File: config.mk
export PLATFORM = sky130hd
export DESIGN_NAME = one_wire_master_slot_engine
export DESIGN_NICKNAME = d
export VERILOG_FILES = /design/src/rtl/ows_pkg.sv /design/src/rtl/ows_front.sv /design/src/rtl/ows_queue.sv /design/src/rtl/ows_back.sv /design/src/rtl/one_wire_master_slot_engine.sv
export SDC_FILE = /design/constraint.sdc
export NUM_CORES = 1
export LEC_CHECK = 0
export BUFFER_PORTS_ARGS = -buffer_cell sky130_fd_sc_hd__buf_2
export CORE_ASPECT_RATIO = 1.25
export CORE_MARGIN = 10
export CORE_UTILIZATION = 30
export DETAILED_ROUTE_END_ITERATION = 10
export PLACE_DENSITY = 0.5
export REMOVE_ABC_BUFFERS = 1
export SLEW_MARGIN = 20
export SYNTH_ARGS = -nofsm -noshare
export SYNTH_HDL_FRONTEND = slang
export SYNTH_HIERARCHICAL = 1
export SYNTH_SLANG_ARGS = --single-unit
File: constraint.sdc
create_clock -name clk -period 3.7 [get_ports clk]
set_input_delay 0.555 -clock clk [delete_from_list [all_inputs] [get_ports clk]]
set_output_delay 0.555 -clock clk [all_outputs]
set_load 0.01 [all_outputs]
File: src/rtl/ows_pkg.sv
// ----------------------------------------------------------------------------
// ows_pkg
// Types, codes and slot timing constants shared by the 1-wire slot engine.
// ----------------------------------------------------------------------------
package ows_pkg;

  localparam logic [1:0] REQ_TICK  = 2'd0;
  localparam logic [1:0] REQ_RESET = 2'd1;
  localparam logic [1:0] REQ_WRITE = 2'd2;
  localparam logic [1:0] REQ_READ  = 2'd3;

  localparam logic [8:0] RST_LOW_TICKS    = 9'd500;
  localparam logic [8:0] RST_SAMPLE_TICKS = 9'd70;
  localparam logic [8:0] RST_REC_TICKS    = 9'd430;
  localparam logic [8:0] W1_LOW_TICKS     = 9'd6;
  localparam logic [8:0] W1_REL_TICKS     = 9'd64;
  localparam logic [8:0] W0_LOW_TICKS     = 9'd60;
  localparam logic [8:0] W0_REL_TICKS     = 9'd10;
  localparam logic [8:0] RD_LOW_TICKS     = 9'd5;
  localparam logic [8:0] RD_REL_TICKS     = 9'd15;
  localparam logic [2:0] LAST_BIT         = 3'd7;

  typedef enum logic [1:0] {
    OP_IDLE  = 2'd0,
    OP_RESET = 2'd1,
    OP_WRITE = 2'd2,
    OP_READ  = 2'd3
  } op_t;

  typedef enum logic [1:0] {
    PH_LOW = 2'd0,
    PH_REL = 2'd1,
    PH_REC = 2'd2
  } phase_t;

  typedef struct packed {
    logic [1:0] req_type;
    logic [7:0] data_byte;
    logic       line_in;
  } req_item_t;

  typedef struct packed {
    logic       drive_low;
    logic       busy_res;
    logic       done_res;
    logic       presence;
    logic [7:0] read_data;
    logic       rejected;
  } rsp_item_t;

  typedef struct packed {
    logic       is_cmd;
    op_t        op;
    logic [7:0] data_byte;
    logic       line_in;
  } cmd_t;

endpackage

File: src/rtl/ows_front.sv
// ----------------------------------------------------------------------------
// ows_front
// Input stage that registers each item and classifies it as a tick or a
// command for the slot sequencer.
// ----------------------------------------------------------------------------
module ows_front import ows_pkg::*; (
  input  logic      clk,
  input  logic      rst,
  input  req_item_t req_item,
  input  logic      req_valid,
  output logic      req_ready,
  output cmd_t      cmd,
  output logic      cmd_valid,
  input  logic      cmd_ready
);

  cmd_t cmd_next;

  assign req_ready = !cmd_valid || cmd_ready;

  always_comb begin
    cmd_next.data_byte = req_item.data_byte;
    cmd_next.line_in   = req_item.line_in;
    unique case (req_item.req_type)
      REQ_TICK: begin
        cmd_next.is_cmd = 1'b0;
        cmd_next.op     = OP_IDLE;
      end
      REQ_RESET: begin
        cmd_next.is_cmd = 1'b1;
        cmd_next.op     = OP_RESET;
      end
      REQ_WRITE: begin
        cmd_next.is_cmd = 1'b1;
        cmd_next.op     = OP_WRITE;
      end
      default: begin
        cmd_next.is_cmd = 1'b1;
        cmd_next.op     = OP_READ;
      end
    endcase
  end

  always_ff @(posedge clk) begin
    if (rst) begin
      cmd_valid <= 1'b0;
    end else if (req_ready) begin
      cmd_valid <= req_valid;
    end
  end

  always_ff @(posedge clk) begin
    if (req_ready && req_valid) begin
      cmd <= cmd_next;
    end
  end

endmodule

File: src/rtl/ows_queue.sv
// ----------------------------------------------------------------------------
// ows_queue
// Two-entry queue between the classifying front end and the slot sequencer.
// ----------------------------------------------------------------------------
module ows_queue import ows_pkg::*; (
  input  logic clk,
  input  logic rst,
  input  cmd_t push_item,
  input  logic push_valid,
  output logic push_ready,
  output cmd_t pop_item,
  output logic pop_valid,
  input  logic pop_ready
);

  cmd_t       entries [2];
  logic       wr_ptr;
  logic       rd_ptr;
  logic [1:0] count;
  logic       push;
  logic       pop;

  assign push_ready = (count != 2'd2);
  assign pop_valid  = (count != 2'd0);
  assign pop_item   = entries[rd_ptr];
  assign push       = push_valid && push_ready;
  assign pop        = pop_valid && pop_ready;

  always_ff @(posedge clk) begin
    if (rst) begin
      wr_ptr <= 1'b0;
      rd_ptr <= 1'b0;
      count  <= 2'd0;
    end else begin
      if (push) begin
        wr_ptr <= !wr_ptr;
      end
      if (pop) begin
        rd_ptr <= !rd_ptr;
      end
      if (push && !pop) begin
        count <= count + 2'd1;
      end else if (pop && !push) begin
        count <= count - 2'd1;
      end
    end
  end

  always_ff @(posedge clk) begin
    if (push) begin
      entries[wr_ptr] <= push_item;
    end
  end

endmodule

File: src/rtl/ows_back.sv
// ----------------------------------------------------------------------------
// ows_back
// Slot sequencer that times reset, write and read slots one tick at a time
// and holds each result in an output register.
// ----------------------------------------------------------------------------
module ows_back import ows_pkg::*; (
  input  logic      clk,
  input  logic      rst,
  input  cmd_t      cmd,
  input  logic      cmd_valid,
  output logic      cmd_ready,
  output rsp_item_t rsp_item,
  output logic      rsp_valid,
  input  logic      rsp_ready
);

  op_t        operation;
  op_t        operation_next;
  phase_t     phase;
  phase_t     phase_next;
  logic [8:0] tick_count;
  logic [8:0] tick_count_next;
  logic [2:0] bit_index;
  logic [2:0] bit_index_next;
  logic [7:0] shift_byte;
  logic [7:0] shift_byte_next;
  logic       presence_flag;
  logic       presence_flag_next;
  logic [7:0] last_read;
  logic [7:0] last_read_next;
  rsp_item_t  rsp_next;
  logic [8:0] tick_inc;
  logic       done;
  logic       rej;
  logic       pop;

  assign cmd_ready = !rsp_valid || rsp_ready;
  assign pop       = cmd_valid && cmd_ready;
  assign tick_inc  = tick_count + 9'd1;

  always_comb begin
    operation_next     = operation;
    phase_next         = phase;
    tick_count_next    = tick_count;
    bit_index_next     = bit_index;
    shift_byte_next    = shift_byte;
    presence_flag_next = presence_flag;
    last_read_next     = last_read;
    done               = 1'b0;
    rej                = 1'b0;

    if (!cmd.is_cmd) begin
      if (operation != OP_IDLE) begin
        tick_count_next = tick_inc;
        unique case (operation)
          OP_RESET: begin
            unique case (phase)
              PH_LOW: begin
                if (tick_inc >= RST_LOW_TICKS) begin
                  phase_next      = PH_REL;
                  tick_count_next = 9'd0;
                end
              end
              PH_REL: begin
                if (tick_inc >= RST_SAMPLE_TICKS) begin
                  presence_flag_next = !cmd.line_in;
                  phase_next         = PH_REC;
                  tick_count_next    = 9'd0;
                end
              end
              PH_REC: done = (tick_inc >= RST_REC_TICKS);
              default: done = 1'b1;
            endcase
          end
          OP_WRITE: begin
            unique case (phase)
              PH_LOW: begin
                if (tick_inc >= (shift_byte[0] ? W1_LOW_TICKS : W0_LOW_TICKS)) begin
                  phase_next      = PH_REL;
                  tick_count_next = 9'd0;
                end
              end
              PH_REL: begin
                if (tick_inc >= (shift_byte[0] ? W1_REL_TICKS : W0_REL_TICKS)) begin
                  shift_byte_next = {1'b0, shift_byte[7:1]};
                  tick_count_next = 9'd0;
                  phase_next      = PH_LOW;
                  if (bit_index == LAST_BIT) begin
                    done = 1'b1;
                  end else begin
                    bit_index_next = bit_index + 3'd1;
                  end
                end
              end
              default: done = 1'b1;
            endcase
          end
          default: begin
            unique case (phase)
              PH_LOW: begin
                if (tick_inc >= RD_LOW_TICKS) begin
                  phase_next      = PH_REL;
                  tick_count_next = 9'd0;
                end
              end
              PH_REL: begin
                if (tick_inc >= RD_REL_TICKS) begin
                  shift_byte_next            = shift_byte;
                  shift_byte_next[bit_index] = shift_byte[bit_index] | cmd.line_in;
                  tick_count_next            = 9'd0;
                  phase_next                 = PH_LOW;
                  if (bit_index == LAST_BIT) begin
                    last_read_next = shift_byte_next;
                    done           = 1'b1;
                  end else begin
                    bit_index_next = bit_index + 3'd1;
                  end
                end
              end
              default: done = 1'b1;
            endcase
          end
        endcase
        if (done) begin
          operation_next  = OP_IDLE;
          phase_next      = PH_LOW;
          tick_count_next = 9'd0;
          bit_index_next  = 3'd0;
        end
      end
    end else if (operation != OP_IDLE) begin
      rej = 1'b1;
    end else begin
      operation_next  = cmd.op;
      phase_next      = PH_LOW;
      tick_count_next = 9'd0;
      bit_index_next  = 3'd0;
      shift_byte_next = (cmd.op == OP_WRITE) ? cmd.data_byte : 8'd0;
    end

    rsp_next.drive_low = (operation_next != OP_IDLE) && (phase_next == PH_LOW);
    rsp_next.busy_res  = (operation_next != OP_IDLE);
    rsp_next.done_res  = done;
    rsp_next.presence  = presence_flag_next;
    rsp_next.read_data = last_read_next;
    rsp_next.rejected  = rej;
  end

  always_ff @(posedge clk) begin
    if (rst) begin
      operation     <= OP_IDLE;
      phase         <= PH_LOW;
      tick_count    <= 9'd0;
      bit_index     <= 3'd0;
      shift_byte    <= 8'd0;
      presence_flag <= 1'b0;
      last_read     <= 8'd0;
    end else if (pop) begin
      operation     <= operation_next;
      phase         <= phase_next;
      tick_count    <= tick_count_next;
      bit_index     <= bit_index_next;
      shift_byte    <= shift_byte_next;
      presence_flag <= presence_flag_next;
      last_read     <= last_read_next;
    end
  end

  always_ff @(posedge clk) begin
    if (rst) begin
      rsp_valid <= 1'b0;
    end else if (cmd_ready) begin
      rsp_valid <= cmd_valid;
    end
  end

  always_ff @(posedge clk) begin
    if (pop) begin
      rsp_item <= rsp_next;
    end
  end

endmodule

File: src/rtl/one_wire_master_slot_engine.sv
// ----------------------------------------------------------------------------
// one_wire_master_slot_engine
// An accepted item passes the front register, a queue entry and the
// sequencer's output register before its result is valid.
// Throughput is one item per cycle unless rsp_ready stalls the output, since
// each item only steps counters and a shift register in the sequencer.
// Synchronous reset returns the bus to idle with presence and read data zero.
// A 1-wire bus master working at time-slot level: a front end classifies
// ticks and commands, a short queue decouples it from the slot sequencer.
// ----------------------------------------------------------------------------
module one_wire_master_slot_engine import ows_pkg::*; (
  input  logic      clk,
  input  logic      rst,
  input  req_item_t req_item,
  input  logic      req_valid,
  output logic      req_ready,
  output rsp_item_t rsp_item,
  output logic      rsp_valid,
  input  logic      rsp_ready
);

  cmd_t front_cmd;
  logic front_valid;
  logic front_ready;
  cmd_t queue_cmd;
  logic queue_valid;
  logic queue_ready;

  ows_front u_front (
    .clk       (clk),
    .rst       (rst),
    .req_item  (req_item),
    .req_valid (req_valid),
    .req_ready (req_ready),
    .cmd       (front_cmd),
    .cmd_valid (front_valid),
    .cmd_ready (front_ready)
  );

  ows_queue u_queue (
    .clk        (clk),
    .rst        (rst),
    .push_item  (front_cmd),
    .push_valid (front_valid),
    .push_ready (front_ready),
    .pop_item   (queue_cmd),
    .pop_valid  (queue_valid),
    .pop_ready  (queue_ready)
  );

  ows_back u_back (
    .clk       (clk),
    .rst       (rst),
    .cmd       (queue_cmd),
    .cmd_valid (queue_valid),
    .cmd_ready (queue_ready),
    .rsp_item  (rsp_item),
    .rsp_valid (rsp_valid),
    .rsp_ready (rsp_ready)
  );

endmodule
==> flow_summary.yaml <==
routing:
  wl_met2_mm: 6.68
  dr.max_layer_used: "met4"
  ant_nets: 0
  wl_met3_microns: 358
  drt_iter0_markers: 286
  route.detailed.drc: 0
  via_per_inst: 5.28
  via_count: 3983
  routed_wirelength_mm: 12.6
  avgRoutedWirePerCell_microns: 16.7
  dr.pass1.iters: 5
  wl_met1_mm: 5.22
floorplan:
  initial_utilization_pct: 30.2
  fp.coreArea_sq_um: 16700
  die_y_microns: 165
  fp-row-count: 53
  io_pins: 30
  die_area_sq_um: 22500
  die_x_microns: 136
critical_path:
  critical_path_arrival_ns: 3.76
  slowest_stage: "ha_1"
  r2r_start: "u_back/tick_count[0]"
  regToRegSetupSlack_ns: 0.21
  worstPathRequired_ns: 3.97
  end_kind: "flip-flop"
  cp_slowest_stage_delay_ns: 0.53
  rr_worst_depth: 13
  crit_family: "compound AO/OA/AOI/OAI gates"
  r2r-end: "u_back/tick_count[3]"
  critPathLaunchType: "flip-flop"
  path_cells: "inv_1 -> ha_1 -> inv_1 -> ha_1 -> nand2_1 -> a41oi_1 -> o41ai_2 -> a31oi_1 -> a311o_1 -> a221oi_4 -> buf_12 -> nand4_1 -> a31oi_1"
  worstSetupPathType: "flip-flop to flip-flop"
  cp_max_fo: 10
  crit_buf_inv: 3
grt:
  grt_overflow: 0
  grt_start_max_net_pins: 34
  grt_pass1_vias: 4035
  grt_pass1_wl_mm: 20.9
  grt.total_usage_pct: 11.6
  grt_antenna_before_repair: 0
job:
  max-cap-violations: 0
min_path:
  holdPathEnd: "u_front/cmd[4]"
  worstHoldPathCells: 1
  hold_class: "input port to flip-flop"
  holdCritStartpoint: "req_item[4]"
placed_design:
  dpl_cell_area_sq_um: 5530
  gp_congestion: 0.867
  dp_hpwl_mm: 9.32
  dp_cells: 738
  portBuffers: 29
clock_tree:
  cts_setup_buffers: 0
  clk_path_buf_depth: 2
  ctsHoldBuffers: 0
  clock-sinks: 89
  clk_latency_ns: 0.35
  path_clk_slew_ns: 0.07
  cts_tree: "done"
  cts_buffers: 9
  htree_levels: 3
  cts_root_buffer: "clkbuf_16"
final_layout:
  n_fill_cell: 1727
  stdcell_count: 754
  final_area_sq_um: 5810
  diodes: 0
  layout-drive-gt1-share_pct: 21.3
  synthToLayoutAreaGrowth_pct: 14.9
  nNetsFinal: 562
  final_util_pct: 34.7
timing:
  maxSlewHeadroom_pct: 54.2
  fmax_mhz: 287
  finalSetupTns_ns: 0
  fin_skew_ns: 0.00896
  finalSetupViolCount: 0
  period_share_pct: 94.3
  fin_crit_ns: 3.49
  rsz0062_at_grt: "no"
  worst-slew-pin-transition_ns: 0.687
  maxSlewViolCount: 0
  hold_violations: 0
power_and_ir_drop:
  leakage_nw: 2.15
  powerDensity_nw_per_um2: 593
  power_mw: 3.44
  vdd_ir_drop_max_mv: 0.315
logic_synthesis:
  seq_area_frac_synth_pct: 45.0
  synth_seq_cells: 89
  synth-main-ff-cell: "edfxtp_1"
  yosys_warnings: 6
  synth_cell_types: 73
  syn_avg_cell_area_sq_um: 10.1
  async_flop_share_pct: 0
  synth_area_sq_um: 5050
  syn-instance-count: 499
  synth_edf_count: 49
status:
  status: "finished, final reports clean"
state kept, by name (all words and copies together) (netlist names), 2 cells and up, named ones only:
register / cells
u_queue/entries: 24
u_back/last_read: 8
u_queue/count: 2
u_back/tick_count: 9
u_back/operation: 2
u_back/phase: 2
u_back/bit_index: 3
u_back/rsp_item: 13
u_back/shift_byte: 8
u_front/cmd: 12
cells in the final DEF, fill, tap and decap left out, drive strengths merged, types with 14 or more instances in the layout:
cell and count:
a21oi 27, ha 18, a211oi 15, nand2 28, inv 25, nand2b 16
mux2 27, nor3 14, nand3 14, dfxtp 40, nor2 28, buf 55
edfxtp 49
stage by stage:
stage          hold WS [ns]  setup WS, ns
6_report              0.379         0.213
5_1_grt               0.364        0.0397
3_5_place_dp          0.430         0.242
4_1_cts               0.362         0.205
3_3_place_gp          0.425         0.231
2_1_floorplan         0.421        0.0285
power by group:
part	switching, mW	internal, mW	leakage (nW)
combinational	0.721	0.489	1.23
sequential	0.0976	1.28	0.789
clock	0.381	0.475	0.131
total	1.20	2.24	2.15
layer usage:
metal / GRT usage [%] / vias up
met1: 12.8 / 1924
met3: 2.30 / 22
li1: - / 1957
met4: 4.51 / 0
met5: 0 / -
met2: 21.4 / 80
repair_timing:
item | in CTS | in global routing
endpoints found under the hold margin | 0 | 0
resized for setup | 0 | 1
setup endpoints to repair | 0 | 6
kinds of logic (layout without fill, tap and decap cells):
kind of cell	after synthesis	in the layout	synth area share, %
simple gates	159	159	17.4
fa+ha+maj	18	18	4.46
compound gates	134	134	20.2
buf+inv	60	95	4.85
xor+xnor	9	9	1.56
flops	89	89	45.0
mux	30	30	6.61
worst max path at each step:
stage,from,cells past startpoint,to,slack [ns]
floorplan,u_back/tick_count[0],12,u_back/tick_count[3],0.03
global placement,u_back/tick_count[1],14,u_back/tick_count[3],0.23
detailed placement,u_back/tick_count[0],13,u_back/tick_count[3],0.24
finish,u_back/tick_count[0],13,u_back/tick_count[3],0.21
CTS,u_back/tick_count[0],13,u_back/tick_count[3],0.20
global route,u_back/tick_count[0],13,u_back/tick_count[3],0.04
final cells by class:
| type | instances | area [sq um] | area share, % |
|---|---|---|---|
| clock buffer | 12 | 246 | 4.24 |
| multi-input combinational | 350 | 2540 | 43.8 |
| timing repair buffer | 55 | 353 | 6.08 |
| tap | 220 | 275 | 4.74 |
| clock inverter | 4 | 28.8 | 0.496 |
| sequential | 89 | 2270 | 39.1 |
| inverter | 24 | 90.1 | 1.55 |
cell usage after synthesis, types with 4 or more instances:
cell | number | area [sq um]
o21ai_0 | 13 | 65.1
nand2_1 | 28 | 105
o211a_1 | 8 | 80.1
nand3_1 | 14 | 70.1
xor2_1 | 4 | 35.0
nand4_1 | 11 | 68.8
edfxtp_1 | 49 | 1470
buf_2 | 7 | 35.0
nor2_1 | 28 | 105
a31oi_1 | 8 | 50.1
dfxtp_1 | 40 | 801
a21oi_1 | 26 | 130
or3_1 | 6 | 37.5
o211ai_1 | 7 | 52.6
nor4_1 | 6 | 37.5
a32o_1 | 7 | 70.1
clkbuf_1 | 23 | 86.3
and3_1 | 8 | 50.1
nand2b_1 | 15 | 93.8
inv_1 | 23 | 86.3
mux2_2 | 27 | 304
xnor2_1 | 5 | 43.8
a211o_1 | 4 | 35.0
a31o_2 | 4 | 35.0
a211oi_1 | 15 | 113
nor3_1 | 14 | 70.1
ha_1 | 18 | 225
Power figures use the tool's default switching activity.
